## src/rtl/b64le_pkg.sv

```systemverilog
// Shared types and constants for the base64 line encoder.
// Depends on nothing; every module of the block imports it.
package b64le_pkg;

	localparam logic [7:0] LINE_LEN_RESET  = 8'd72;
	localparam logic [7:0] PAD_CHAR        = 8'd61;
	localparam int         QUEUE_DEPTH_DEF = 2;

	typedef struct packed {
		logic [7:0] data_byte;
		logic       final_byte;
	} byte_item_t;

	typedef struct packed {
		logic [7:0] out_char;
		logic       line_end;
		logic       stream_end;
	} char_item_t;

	// One group of three bytes, zero-filled, with the number of '=' pads.
	typedef struct packed {
		logic [23:0] triple;
		logic [1:0]  pad_count;
		logic        fin;
	} group_t;

	typedef struct packed {
		logic   valid;
		group_t grp;
	} group_beat_t;

	function automatic logic [7:0] sextet_char(input logic [5:0] v);
		logic [7:0] c;
		c = 8'd0;
		case (v) inside
			[6'd0:6'd25]:  c = 8'd65 + {2'b00, v};
			[6'd26:6'd51]: c = 8'd71 + {2'b00, v};
			[6'd52:6'd61]: c = {2'b00, v} - 8'd4;
			6'd62:         c = 8'd43;
			default:       c = 8'd47;
		endcase
		return c;
	endfunction

endpackage

```

## src/rtl/b64le_front.sv

```systemverilog
// Front end: accepts bytes, collects groups of three, classifies the final group.
// Depends on b64le_pkg.
module b64le_front import b64le_pkg::*; (
	input  logic        clk,
	input  logic        arst_n,
	input  logic        accept,
	input  byte_item_t  byte_item,
	output group_beat_t grp_push
);

	logic [1:0]  pos_q;
	logic [15:0] held_q;

	always_comb begin
		grp_push = '0;
		if (accept) begin
			if (pos_q == 2'd2) begin
				grp_push.valid         = 1'b1;
				grp_push.grp.triple    = {held_q, byte_item.data_byte};
				grp_push.grp.pad_count = 2'd0;
				grp_push.grp.fin       = byte_item.final_byte;
			end else if (byte_item.final_byte) begin
				grp_push.valid = 1'b1;
				grp_push.grp.fin = 1'b1;
				if (pos_q == 2'd1) begin
					grp_push.grp.triple    = {held_q[7:0], byte_item.data_byte, 8'h00};
					grp_push.grp.pad_count = 2'd1;
				end else begin
					grp_push.grp.triple    = {byte_item.data_byte, 16'h0000};
					grp_push.grp.pad_count = 2'd2;
				end
			end
		end
	end

	always_ff @(posedge clk or negedge arst_n) begin
		if (!arst_n) begin
			pos_q  <= 2'd0;
			held_q <= 16'h0000;
		end else if (accept) begin
			if (grp_push.valid) begin
				pos_q  <= 2'd0;
				held_q <= 16'h0000;
			end else if (pos_q == 2'd1) begin
				pos_q  <= 2'd2;
				held_q <= {held_q[7:0], byte_item.data_byte};
			end else begin
				// position 3 cannot arise; treat it as an empty group
				pos_q  <= 2'd1;
				held_q <= {8'h00, byte_item.data_byte};
			end
		end
	end

endmodule

```

## src/rtl/b64le_queue.sv

```systemverilog
// Short group queue between front and back end.
// Depends on b64le_pkg.
module b64le_queue import b64le_pkg::*; #(
	parameter int DEPTH = QUEUE_DEPTH_DEF
) (
	input  logic        clk,
	input  logic        arst_n,
	input  group_beat_t grp_push,
	input  logic        take,
	output group_beat_t head,
	output logic        full
);

	localparam int AW = $clog2(DEPTH);
	localparam int CW = $clog2(DEPTH + 1);

	group_t        mem [DEPTH];
	logic [AW-1:0] wr_ptr_q;
	logic [AW-1:0] rd_ptr_q;
	logic [CW-1:0] count_q;

	logic do_push;
	logic do_take;

	assign full      = (count_q == CW'(DEPTH));
	assign head.valid = (count_q != '0);
	assign head.grp   = mem[rd_ptr_q];
	assign do_push   = grp_push.valid && !full;
	assign do_take   = take && head.valid;

	always_ff @(posedge clk) begin
		if (do_push) begin
			mem[wr_ptr_q] <= grp_push.grp;
		end
	end

	always_ff @(posedge clk or negedge arst_n) begin
		if (!arst_n) begin
			wr_ptr_q <= '0;
			rd_ptr_q <= '0;
			count_q  <= '0;
		end else begin
			if (do_push) begin
				wr_ptr_q <= (wr_ptr_q == AW'(DEPTH - 1)) ? '0 : wr_ptr_q + 1'b1;
			end
			if (do_take) begin
				rd_ptr_q <= (rd_ptr_q == AW'(DEPTH - 1)) ? '0 : rd_ptr_q + 1'b1;
			end
			if (do_push && !do_take) begin
				count_q <= count_q + 1'b1;
			end else if (do_take && !do_push) begin
				count_q <= count_q - 1'b1;
			end
		end
	end

endmodule

```

## src/rtl/b64le_back.sv

```systemverilog
// Back end: emits four characters per group, tracks line columns, holds the
// output register. Depends on b64le_pkg.
module b64le_back import b64le_pkg::*; (
	input  logic        clk,
	input  logic        arst_n,
	input  logic        cfg_we,
	input  logic [7:0]  cfg_data,
	input  group_beat_t head,
	output logic        take,
	output char_item_t  char_item,
	output logic        empty,
	input  logic        pop
);

	logic [7:0] len_q;
	logic [7:0] col_q;
	logic [1:0] idx_q;
	logic       out_valid_q;
	char_item_t char_q;

	logic       fire;
	logic [5:0] sextet;
	logic       is_pad;
	logic [8:0] next_col;
	logic       eol;
	logic       last;

	assign fire = head.valid && (!out_valid_q || pop);
	assign take = fire && (idx_q == 2'd3);

	always_comb begin
		case (idx_q)
			2'd0:    sextet = head.grp.triple[23:18];
			2'd1:    sextet = head.grp.triple[17:12];
			2'd2:    sextet = head.grp.triple[11:6];
			default: sextet = head.grp.triple[5:0];
		endcase
		is_pad   = ((idx_q == 2'd3) && (head.grp.pad_count != 2'd0)) ||
		           ((idx_q == 2'd2) && (head.grp.pad_count == 2'd2));
		next_col = {1'b0, col_q} + 9'd1;
		eol      = (next_col >= {1'b0, len_q});
		last     = head.grp.fin && (idx_q == 2'd3);
	end

	assign char_item = char_q;
	assign empty     = !out_valid_q;

	always_ff @(posedge clk) begin
		if (fire) begin
			char_q.out_char   <= is_pad ? PAD_CHAR : sextet_char(sextet);
			char_q.line_end   <= eol;
			char_q.stream_end <= last;
		end
	end

	always_ff @(posedge clk or negedge arst_n) begin
		if (!arst_n) begin
			len_q       <= LINE_LEN_RESET;
			col_q       <= 8'd0;
			idx_q       <= 2'd0;
			out_valid_q <= 1'b0;
		end else begin
			if (cfg_we) begin
				len_q <= cfg_data;
			end
			if (fire) begin
				idx_q       <= idx_q + 2'd1;
				out_valid_q <= 1'b1;
				// restart the line at line end or at end of stream
				col_q       <= (eol || last) ? 8'd0 : next_col[7:0];
			end else if (pop) begin
				out_valid_q <= 1'b0;
			end
		end
	end

endmodule

```

## src/rtl/base64_line_encoder_top.sv

```systemverilog
// Top level of the base64 line encoder: front end, group queue, back end.
// Depends on b64le_pkg, b64le_front, b64le_queue, b64le_back.
//
//   channel   direction  handshake            beat
//   bytes     in         push / full          byte_item (data_byte, final_byte)
//   chars     out        pop / empty          char_item (out_char, line_end, stream_end)
//   config    in         cfg_we               cfg_data (characters per line)
//
// A byte is taken each cycle while the group queue has room; the back end sends
// one character per cycle while pop is held, four per group, so the sustained
// byte rate is set by the single-character output register.
// A stalled pop holds the output register; the queue then fills and raises full.
// Reset clears control state and loads line length 72; there is no clearing pass.
module base64_line_encoder_top import b64le_pkg::*; #(
	parameter int QUEUE_DEPTH = QUEUE_DEPTH_DEF
) (
	input  logic       clk,
	input  logic       arst_n,
	input  logic       push,
	output logic       full,
	input  byte_item_t byte_item,
	output logic       empty,
	input  logic       pop,
	output char_item_t char_item,
	input  logic       cfg_we,
	input  logic [7:0] cfg_data
);

	group_beat_t grp_push;
	group_beat_t head;
	logic        take;

	b64le_front u_front (
		.clk       (clk),
		.arst_n    (arst_n),
		.accept    (push && !full),
		.byte_item (byte_item),
		.grp_push  (grp_push)
	);

	b64le_queue #(
		.DEPTH (QUEUE_DEPTH)
	) u_queue (
		.clk      (clk),
		.arst_n   (arst_n),
		.grp_push (grp_push),
		.take     (take),
		.head     (head),
		.full     (full)
	);

	b64le_back u_back (
		.clk       (clk),
		.arst_n    (arst_n),
		.cfg_we    (cfg_we),
		.cfg_data  (cfg_data),
		.head      (head),
		.take      (take),
		.char_item (char_item),
		.empty     (empty),
		.pop       (pop)
	);

endmodule

```

## config.mk

```make
export PLATFORM = sky130hd
export DESIGN_NAME = base64_line_encoder_top
export DESIGN_NICKNAME = d
export VERILOG_FILES = /design/src/rtl/b64le_pkg.sv /design/src/rtl/b64le_front.sv /design/src/rtl/b64le_queue.sv /design/src/rtl/b64le_back.sv /design/src/rtl/base64_line_encoder_top.sv
export SDC_FILE = /design/constraint.sdc
export NUM_CORES = 1
export LEC_CHECK = 0
export ABC_AREA = 1
export BUFFER_PORTS_ARGS = -buffer_cell sky130_fd_sc_hd__buf_2
export CORE_ASPECT_RATIO = 0.6
export CORE_MARGIN = 3
export CORE_UTILIZATION = 61
export CTS_CLUSTER_SIZE = 8
export DETAILED_ROUTE_END_ITERATION = 8
export PLACE_DENSITY = 0.8
export RECOVER_POWER = 50
export SLEW_MARGIN = 20
export SYNTH_ARGS = -nofsm -noshare
export SYNTH_HDL_FRONTEND = slang
export SYNTH_SLANG_ARGS = --single-unit
export TNS_END_PERCENT = 10
```

## constraint.sdc

```tcl
create_clock -name clk -period 3.1 [get_ports clk]
set_input_delay 0.465 -clock clk [delete_from_list [all_inputs] [get_ports clk]]
set_output_delay 0.465 -clock clk [all_outputs]
set_load 0.01 [all_outputs]
```

Word-level counts from Yosys, hierarchy flattened
Memory sizes are Yosys's and may differ from the RTL's.
Cells that the tools add are included.
{"block": "totals", "ff_bits": 51, "ram_bits": 54, "in_bits": 22, "n_memories": 1}
{"block": "op_classes", "n_addsub": 9, "n_lt_le_gt_ge": 7, "eq_ne": 8, "mux": 22, "reduce_logical": 25}
{"memory": "u_queue.mem", "depth": 2, "width": 27, "read_ports": 1, "rd_clocked_by_memory_dff": 0, "wr": 1, "line_no": "b64le_queue.sv:17", "source": "group_t mem [DEPTH];"}
{"operator": "$mux W28", "n": 3}
{"operator": "$mux W16", "n": 2}
{"operator": "$mux W8", "n": 4}
{"operator": "$mux W26", "n": 1}
{"operator": "$pmux W6 S3", "n": 1}
{"operator": "$add A7 B6 Y8 const A", "n": 2}
{"operator": "$logic_and A1 B1 Y1", "n": 13}
{"operator": "$le A6 B6 Y1 const B", "n": 2}
{"operator": "$eq A2 B2 Y1 const B", "n": 5}
{"operator": "$add A8 B1 Y9 const B", "n": 1}
{"operator": "$ge A9 B8 Y1", "n": 1}
{"operator": "$mux W2", "n": 4}
{"operator": "$reduce_bool A2 Y1", "n": 4}
{"operator": "$sub A6 B3 Y7 const B", "n": 1}
{"operator": "$eq A6 B6 Y1 const B", "n": 1}
{"operator": "$ge A6 B1 Y1 const B", "n": 1}
{"operator": "$ge A6 B5 Y1 const B", "n": 1}
{"operator": "$ge A6 B6 Y1 const B", "n": 1}
{"operator": "$le A6 B5 Y1 const B", "n": 1}
{"operator": "$mux W1", "n": 6}
{"operator": "$add A2 B1 Y2 const B", "n": 2}
{"operator": "$eq A2 B1 Y1 const B", "n": 2}
{"operator": "$logic_not A1 Y1", "n": 4}
{"operator": "$logic_or A1 B1 Y1", "n": 3}
{"operator": "4 further kinds", "n": 5}

Depth between registers and ports, before layout
Gate-level depths: netlist of run 1.
{"block": "logic_depth", "depth_word": 10, "mapped_depth": 22}

By module
From an unflattened synthesis of run 1, not the netlist that was laid out.
{"block": "unflattened", "hier_cells": 614, "hier_area_um2": 5584.1}
{"mod": "b64le_queue", "n_inst": 1, "cells_each": 172, "area_each_um2": 2245.9, "seq_area_each_um2": 1721.7}
{"mod": "b64le_back", "n_inst": 1, "cells_each": 279, "area_each_um2": 2233.4, "seq_area_each_um2": 778.2}
{"mod": "b64le_front", "n_inst": 1, "cells_each": 161, "area_each_um2": 1094.8, "seq_area_each_um2": 450.4}
{"mod": "base64_line_encoder_top", "n_inst": 1, "cells_each": 2, "area_each_um2": 10.0, "seq_area_each_um2": 0.0}

Worst setup path after synthesis of run 1
No wires, ideal clock.
{"block": "synth_path", "path_type": "input -> register", "start": "input port push", "end": "memory u_queue.mem[1][0] in the netlist's numbering (enable)", "setup_time_ps": 412, "arrival_ps": 2124, "required_ps": 2688, "slack_ps": 564, "stages": 5, "path_buffers": 1, "path_cell_list": "o21ai_0 > inv_1 > o21ai_0 > clkbuf_1 > nor2_1"}
{"block": "synth_via", "elab_chain_len": 5}
{"item": "from (decl)", "line_no": "base64_line_encoder_top.sv:19", "source": "input logic push,"}
{"item": "$logic_and A1 B1 Y1", "line_no": "base64_line_encoder_top.sv:36", "source": ".accept (push && !full),"}
{"item": "$mux W28", "line_no": "b64le_front.sv:16", "source": "if (accept) begin"}
{"item": "$logic_and A1 B1 Y1", "line_no": "b64le_queue.sv:28", "source": "assign do_push = grp_push.valid && !full;"}
{"item": "$mux W1", "line_no": "b64le_queue.sv:32", "source": "if (do_push) begin"}
{"item": "$mux W1 (implied by the code)", "line_no": "b64le_queue.sv:33", "source": "mem[wr_ptr_q] <= grp_push.grp;"}
{"item": "to (decl)", "line_no": "b64le_queue.sv:17"}
Every way passes these cells.

Worst setup path after layout of run 1
{"block": "layout_path", "start": "register u_back.idx_q[0]", "end": "register u_back.char_q (netlist bit u_back.char_item[3]) (data pin)"}
{"block": "layout_via", "elab_chain_len": 7, "elab_cells_between_ends": 23}
{"item": "from (decl)", "line_no": "b64le_back.sv:17", "source": "logic [1:0] idx_q;"}
{"item": "from (signal assigned)", "line_no": "b64le_back.sv:67", "source": "idx_q <= idx_q + 2'd1;"}
{"item": "$eq A2 B2 Y1, or another cell as far along", "line_no": "b64le_back.sv:32, b64le_back.sv:39"}
{"item": "$pmux W6 S3", "line_no": "b64le_back.sv:32", "source": "case (idx_q)"}
{"item": "$ge A6 B6 Y1 (implied by the code) / $le A6 B6 Y1 (equally long branches)", "line_no": "b64le_back.sv:50", "source": "char_q.out_char <= is_pad ? PAD_CHAR : sextet_char(sextet);"}
{"item": "$logic_and A1 B1 Y1 (implied by the code)", "line_no": "b64le_back.sv:50"}
{"item": "$mux W8 (3 in a row)", "line_no": "b64le_pkg.sv:35", "source": "case (v) inside"}
{"item": "to (decl)", "line_no": "b64le_back.sv:19", "source": "char_item_t char_q;"}
Several ways; a longest one is shown, not always the timed one.
A chain may end at the register's enable or synchronous reset.

==> qor_table.md, run 1 <==
| Quantity | Reported | Unit |
|---|---|---|
| WL per Instance | 17.43 | um |
| Number of hold violations in the final report | 0 | - |
| Kind of critical path | reg2reg | - |
| Unrepaired setup endpoints after global routing | false | - |
| Post-synthesis cell count | 558 | - |
| Mean number of vias per cell | 5.711 | - |
| Die ar. | 9869 | um^2 |
| Root buffer selected by CTS | clkbuf_16 | - |
| Crit path time final | 2862 | ps |
| Number of top-level pins | 34 | - |
| Core region area | 8133 | um^2 |
| Worst endpoint required time | 3200 | ps |
| Gp weighted congestion | 0.9573 | - |
| Sum of negative setup slack | 0 | ps |
| Antenna-violating nets left | 0 | - |
| Startpoint Class | flip-flop | - |
| Total via count after detailed routing | 4032 | - |
| Clock insertion delay at the later pin of the skew report | 340 | ps |
| Power density normalized to cell area | 1148 | nW/um^2 |
| Class of the tightest hold or removal check | in2reg | - |
| CP arrival | 2960 | ps |
| Final-report setup violation count | 0 | - |
| Buffer levels on the longest clock path | 2 | - |
| Clk pin slew, worst setup/hold paths | 70 | ps |
| Detailed-router iteration count before antenna repair | 6 | - |
| Layout net count | 637 | - |
| Syn Area/Cell | 9.487 | um^2 |
| Number of DRC markers after the initial detailed-route iteration | 435 | - |
| Maximum VDD drop | 0.6879 | mV |
| Total wirelength of the detailed-routed design | 12300 | um |
| Seq/Total Area, Yosys | 0.5573 | - |
| Area added between synthesis and finish | 10.16 | % |
| Remaining max-slew budget at the tightest pin | -0.5060 | - |
| Number of slew-limit violations in the final report | 72 | - |
| Die X-Extent | 126.3 | um |
| Starting Density | 0.6509 | - |
| Syn. warnings | 0 | - |
| Clock tree from TritonCTS | built | - |
| Htree depth | 3 | - |
| Antenna diode count | 0 | - |
| Number of global-route vias before repair | 3912 | - |
| Global-route wire length before repair | 19980 | um |
| Fraction of final layout cells with drive strength greater than 1 | 0.1355 | - |
| Flop and latch count out of synthesis | 105 | - |
| Maximum clock rate | 349.4 | MHz |
| Max Clock Skew | 4.402 | ps |
| Maximum Capacitance Violations | 2 | - |
| Number of antenna violations at the first check in global routing | 0 | - |
| CP Max Fanout | 13 | - |
| Number of nets produced by synthesis | 602 | - |
| Overflow left after global routing | 0 | - |
| Mapped Area | 5294 | um^2 |
| Commonest non-fill, non-tap cells in the layout | nand2_1 (113), inv_1 (83), edfxtp_1 (64) | - |
| Fill cells | 597 | - |
| Pin count of the biggest net entering global routing | 42 | - |
| Failing checks | max-capacitance violations, max-slew violations | - |
| Cts hold-fix bufs | 0 | - |
| Run status | complete, but fails checks | - |
| Die height | 78.16 | um |
| Buffers on Ports | 33 | - |
| Worst hold-check slack | 311.9 | ps |
| Post-CTS Setup Bufs | 0 | - |
| Global-route total usage across every layer | 0.2619 | - |
| Placed wire-length estimate after detailed placement | 8887 | um |
| Std cell rows | 25 | - |
| Most common cell after layout, fill and taps aside | nand2_1 | - |
| Worst-margin pin slew | 2259 | ps |
| Final worst path period share | 0.9233 | - |
| Kind of end point of the critical path | flip-flop | - |
| Clock buffers created by TritonCTS | 9 | - |
| Total number of clock tree sinks | 105 | - |
| Static Leak | 0.002578 | uW |
| Count of different cell masters after synthesis | 36 | - |
| Residual DRC | 0 | - |
-- report_power, final --
group | switching, uW | internal (uW) | total [uW] | leakage [uW]
clock network | 492 | 544 | 1040 | 0.000126
registers | 202 | 2010 | 2210 | 0.00113
logic | 2340 | 1110 | 3450 | 0.00133
total | 3040 | 3660 | 6700 | 0.00258
-- layout make-up --
class | instances | area [um^2] | area share
multi-input cells | 344 | 1934 | 0.3317
flip-flops and latches | 105 | 2950 | 0.5059
repair buffers | 41 | 197.7 | 0.03390
well taps | 108 | 135.1 | 0.02317
clock buffers | 11 | 232.7 | 0.03991
clock inverters | 5 | 33.78 | 0.005793
inverters | 92 | 347.8 | 0.05964
-- critical path, cell delays in order, from the launching register on --
cell	delay (ps)
dfrtp_1	460
inv_1	190
ha_4	270
nand2_1	70
nand2_1	70
inv_1	40
nand2_1	60
nand3_2	80
nand2_2	140
inv_1	90
ha_1	200
inv_1	90
a21oi_1	120
o21ai_1	180
nand2_2	130
inv_2	150
nand3_1	90
a21oi_1	130
nor2_1	50
-- final timing paths --
path | startpoint | end | slack [ps] | cells past startpoint
worst max-delay path | u_back.idx_q[0] | u_back.char_item[3] | 240 | 18
worst min-delay path | pop | u_back.out_valid_q | 310 | 2
worst max register to register | u_back.idx_q[0] | u_back.char_item[3] | 240 | 18
worst min register to register | u_back.len_q[6] | u_back.len_q[6] | 510 | 2
max in group asynchronous | arst_n | u_back.len_q[4] | 1020 | 1
min in group asynchronous | arst_n | u_queue.count_q[0] | 790 | 1
-- cells in the mapped netlist, drive strengths merged --
cell type,n,area share
o21ai,40,0.039
nand4,2,0.0024
a21oi,22,0.023
edfxtp,64,0.36
nor2,30,0.023
nor4,1,0.0012
a31oi,1,0.0012
buf,11,0.016
inv,92,0.066
dfstp,2,0.0099
ha,22,0.052
nand3b,1,0.0014
or2,1,0.0012
clkbuf,6,0.0043
o211ai,2,0.0028
mux2,1,0.0021
mux2i,1,0.0019
xnor2,2,0.0033
o22ai,32,0.038
dfrtp,39,0.18
nor3,6,0.0057
nand2,127,0.097
nand3,40,0.041
xor2,13,0.022
-- registers in the layout, indices dropped and copies added, names as in the netlist, 2 cells and up --
name and cells:
u_queue.mem 54, u_front.held_q 16, u_back.char_item 10, u_back.col_q 8
u_back.len_q 8, u_back.idx_q 2, u_front.pos_q 2, u_queue.count_q 2
-- repair_timing --
item,CTS,global route
gates resized for setup,0,8
hold endpoints to repair,0,0
endpoints found under the setup margin,0,8
-- routing by layer --
metal	vias up	GRT usage	part of all wire
met4	0	0.06959	0.011
met2	183	0.3770	0.42
met1	1904	0.3881	0.46
met3	20	0.08022	0.11
li1	1925	-	-
met5	-	0	0
-- per-stage QoR --
| step | util | power, uW | setup WS, ps | area (um^2) | instances |
|---|---|---|---|---|---|
| after floorplan | - | 4711 | 563.8 | 5294 | 558 |
| after global placement | 0.6829 | 5476 | 307.7 | 5554 | 690 |
| after detailed placement | 0.6829 | 5565 | 176.9 | 5554 | 690 |
| after CTS | 0.7157 | 6609 | 157.6 | 5821 | 706 |
| after global routing | 0.7171 | 7219 | 25.72 | 5832 | 706 |
| final | 0.7171 | 6698 | 237.7 | 5832 | 706 |
-- logic make-up after synthesis --
| group | share of synthesized area |
|---|---|
| flip-flops | 0.5573 |
| adder cells (fa/ha/maj) | 0.05200 |
| multiplexers | 0.004018 |
| AO/OA/AOI/OAI | 0.1033 |
| buffers and inverters | 0.08627 |
| AND/OR/NAND/NOR | 0.1723 |
| XOR/XNOR | 0.02482 |
No activity file was read; power rests on OpenSTA's default activity.
==> run 2, diff against run 1 <==
CORE_UTILIZATION = 64   (was 61)
PLACE_DENSITY = 0.83   (was 0.8)
clock period = 3.5 ns   (was 3.1 ns; I/O delays follow)
==> run 2 against run 1 <==
Net effect:
- largest power group unchanged
- the flow still finishes with violations (max-capacitance violations, max-slew violations)
- power is 11% lower
- clock skew increased by 3.1 ps
- worst setup slack improved by 97 ps
==> qor_table.md, run 2 (same netlist as run 1, synthesis figures left out) <==
| Quantity | Reported | Unit | vs previous |
|---|---|---|---|
| Run status | complete, but fails checks | - |  |
| Failing checks | max-capacitance violations, max-slew violations | - |  |
| Fin area | 5808 | um^2 | -0.41% |
| Number of hold violations in the final report | 0 | - | unchanged |
| Count of placed standard cells in the final layout, fillers left out | 704 | - | -0.28% |
| Area added between synthesis and finish | 9.714 | % |  |
| CP arrival | 3260 | ps | +300 ps |
| Endpoint of the worst-slack reg-to-reg timing path | u_back.char_item[3] | - |  |
| Antenna-violating nets left | 0 | - | unchanged |
| Die height | 76.45 | um | -2.2% |
| Class of the tightest hold or removal check | in2reg | - |  |
| Die ar. | 9435 | um^2 | -4.4% |
| Worst R2R Path Depth | 18 | - | unchanged |
| Reg2Reg Launch Point | u_back.idx_q[1] | - |  |
| WL per Instance | 16.96 | um | -2.7% |
| CP Max Fanout | 12 | - | -1 |
| Static Leak | 0.002591 | uW | +0.51% |
| Residual DRC | 0 | - | unchanged |
| Global-route wire length before repair | 19500 | um | -2.4% |
| Top reg by flops | u_queue.mem | - |  |
| Detailed-router iteration count before antenna repair | 5 | - | -1 |
| Max Clock Skew | 7.486 | ps | +3.084 ps |
| Number of cells after detailed placement | 688 | - | -0.29% |
| Cts hold-fix bufs | 0 | - | unchanged |
| Maximum clock rate | 315.9 | MHz | -9.6% |
| Combined flip-flop and latch cell area | 2950 | um^2 | unchanged |
| Most common cell after layout, fill and taps aside | nand2_1 | - |  |
| Global-route total usage across every layer | 0.2720 | - | +0.01012 |
| Std cell rows | 25 | - | unchanged |
| Number of DRC markers after the initial detailed-route iteration | 425 | - | -2.3% |
| Htree depth | 3 | - | unchanged |
| Total wirelength of the detailed-routed design | 11940 | um | -2.9% |
| Root buffer selected by CTS | clkbuf_16 | - |  |
| Startpoint Class | flip-flop | - |  |
| Commonest non-fill, non-tap cells in the layout | nand2_1 (114), inv_1 (84), edfxtp_1 (64) | - |  |
| Hold Path Stages | 2 | - | unchanged |
| Maximum Capacitance Violations | 2 | - | unchanged |
| Maximum VDD drop | 0.5424 | mV | -21% |
| Critical Path Sink | u_back.char_item[3] | - |  |
| Crit path time final | 3166 | ps | +303.4 ps |
| CP startpoint | u_back.idx_q[1] | - |  |
| Worst endpoint required time | 3600 | ps | +400 ps |
| Pin count of the biggest net entering global routing | 42 | - | unchanged |
| Remaining max-slew budget at the tightest pin | -0.5323 | - | -0.02625 |
| Worst-margin pin slew | 2298 | ps | +39.37 ps |
| Post-CTS Setup Bufs | 0 | - | unchanged |
| Kind of critical path | reg2reg | - |  |
| Starting Density | 0.6663 | - | +0.01538 |
| Overflow left after global routing | 0 | - | unchanged |
| Gp weighted congestion | 0.9142 | - | -4.5% |
| Antenna diode count | 0 | - | unchanged |
| Clock tree from TritonCTS | built | - |  |
| Layout net count | 635 | - | -0.31% |
| Buffer levels on the longest clock path | 2 | - | unchanged |
| Unrepaired setup endpoints after global routing | false | - |  |
| Core region area | 7945 | um^2 | -2.3% |
| Number of antenna violations at the first check in global routing | 0 | - | unchanged |
| Final worst path period share | 0.9045 | - | -0.01884 |
| Number of slew-limit violations in the final report | 73 | - | +1.4% |
| Fraction of final layout cells with drive strength greater than 1 | 0.1225 | - | -0.01297 |
| Clock insertion delay at the later pin of the skew report | 350 | ps | about the same |
| Number of global-route vias before repair | 3769 | - | -3.7% |
| Clock buffers created by TritonCTS | 9 | - | unchanged |
| Fill cells | 561 | - | -6.0% |
| Number of top-level pins | 34 | - | unchanged |
| Total number of clock tree sinks | 105 | - | unchanged |
| Power density normalized to cell area | 1026 | nW/um^2 | -11% |
| Kind of end point of the critical path | flip-flop | - |  |
| Sum of negative setup slack | 0 | ps | unchanged |
| Area used by multi-input combinational logic | 1893 | um^2 | -2.1% |
| Flop-to-flop setup slack | 330 | ps | +100 ps |
| Total of cells resized after clock tree synthesis | 0 | - | unchanged |
| Clk pin slew, worst setup/hold paths | 70 | ps | about the same |
| Placed wire-length estimate after detailed placement | 8510 | um | -4.2% |
| Largest register FFs | 54 | - | unchanged |
| Total via count after detailed routing | 3972 | - | -1.5% |
| Mean number of vias per cell | 5.642 | - | -1.2% |
| Buffers on Ports | 33 | - | unchanged |
| Die X-Extent | 123.4 | um | -2.3% |
| Dpl cell area | 5539 | um^2 | -0.27% |
| Final-report setup violation count | 0 | - | unchanged |
run 2: final cells by class:
cell class	instances	area share
flip-flops and latches	105	0.5080
multi-input cells	344	0.3259
inverters	92	0.05989
clock buffers	11	0.04007
repair buffers	39	0.03188
well taps	108	0.02327
clock inverters	5	0.01099
run 2: how the worst min path moves through the flow:
| stage | slack (ps) | endpoint | start |
|---|---|---|---|
| global placement | 480 | u_back.len_q[3] | u_back.len_q[3] |
| floorplan | 230 | u_back.col_q[0] | arst_n |
| detailed placement | 500 | u_back.len_q[3] | u_back.len_q[3] |
| CTS | 340 | u_queue.count_q[0] | arst_n |
| finish | 370 | u_back.out_valid_q | pop |
| global route | 390 | u_back.len_q[4] | cfg_data[4] |
run 2: critical path: stages, from the launching register on:
cell     delay, ps
dfrtp_1        410
inv_1          120
ha_1           490
nand2_1        100
nand2_1         90
inv_1           40
nand2_1         40
nand2_1         60
nand2_1         60
nand2_1        200
inv_2          160
ha_1           240
a21oi_1        110
o21ai_1        180
nand2_2        130
inv_2          140
nand3_1        100
a21oi_1        190
nor2_1          70
run 2: power by group:
| group | switching (uW) | internal, uW |
|---|---|---|
| registers | 155 | 1780 |
| logic | 2090 | 935 |
| clock network | 442 | 563 |
| total | 2680 | 3270 |
run 2: per-layer routing:
layer	part of all wire	vias up	track usage
met3	0.089	11	0.06899
met1	0.46	1876	0.4194
met4	0.010	0	0.07182
met2	0.44	172	0.3859
met5	0	-	0
li1	-	1913	-
run 2: metrics by stage:
stage | utilization | hold WS, ps | total power (uW) | setup slack (ps)
5_1_grt | 0.7310 | 389.7 | 6417 | 89.78
3_3_place_gp | 0.6972 | 479.5 | 4796 | 707.6
2_1_floorplan | - | 229.4 | 4173 | 903.8
6_report | 0.7310 | 374.2 | 5957 | 334.3
4_1_cts | 0.7345 | 344.0 | 5917 | 439.7
3_5_place_dp | 0.6972 | 497.4 | 4894 | 501.5
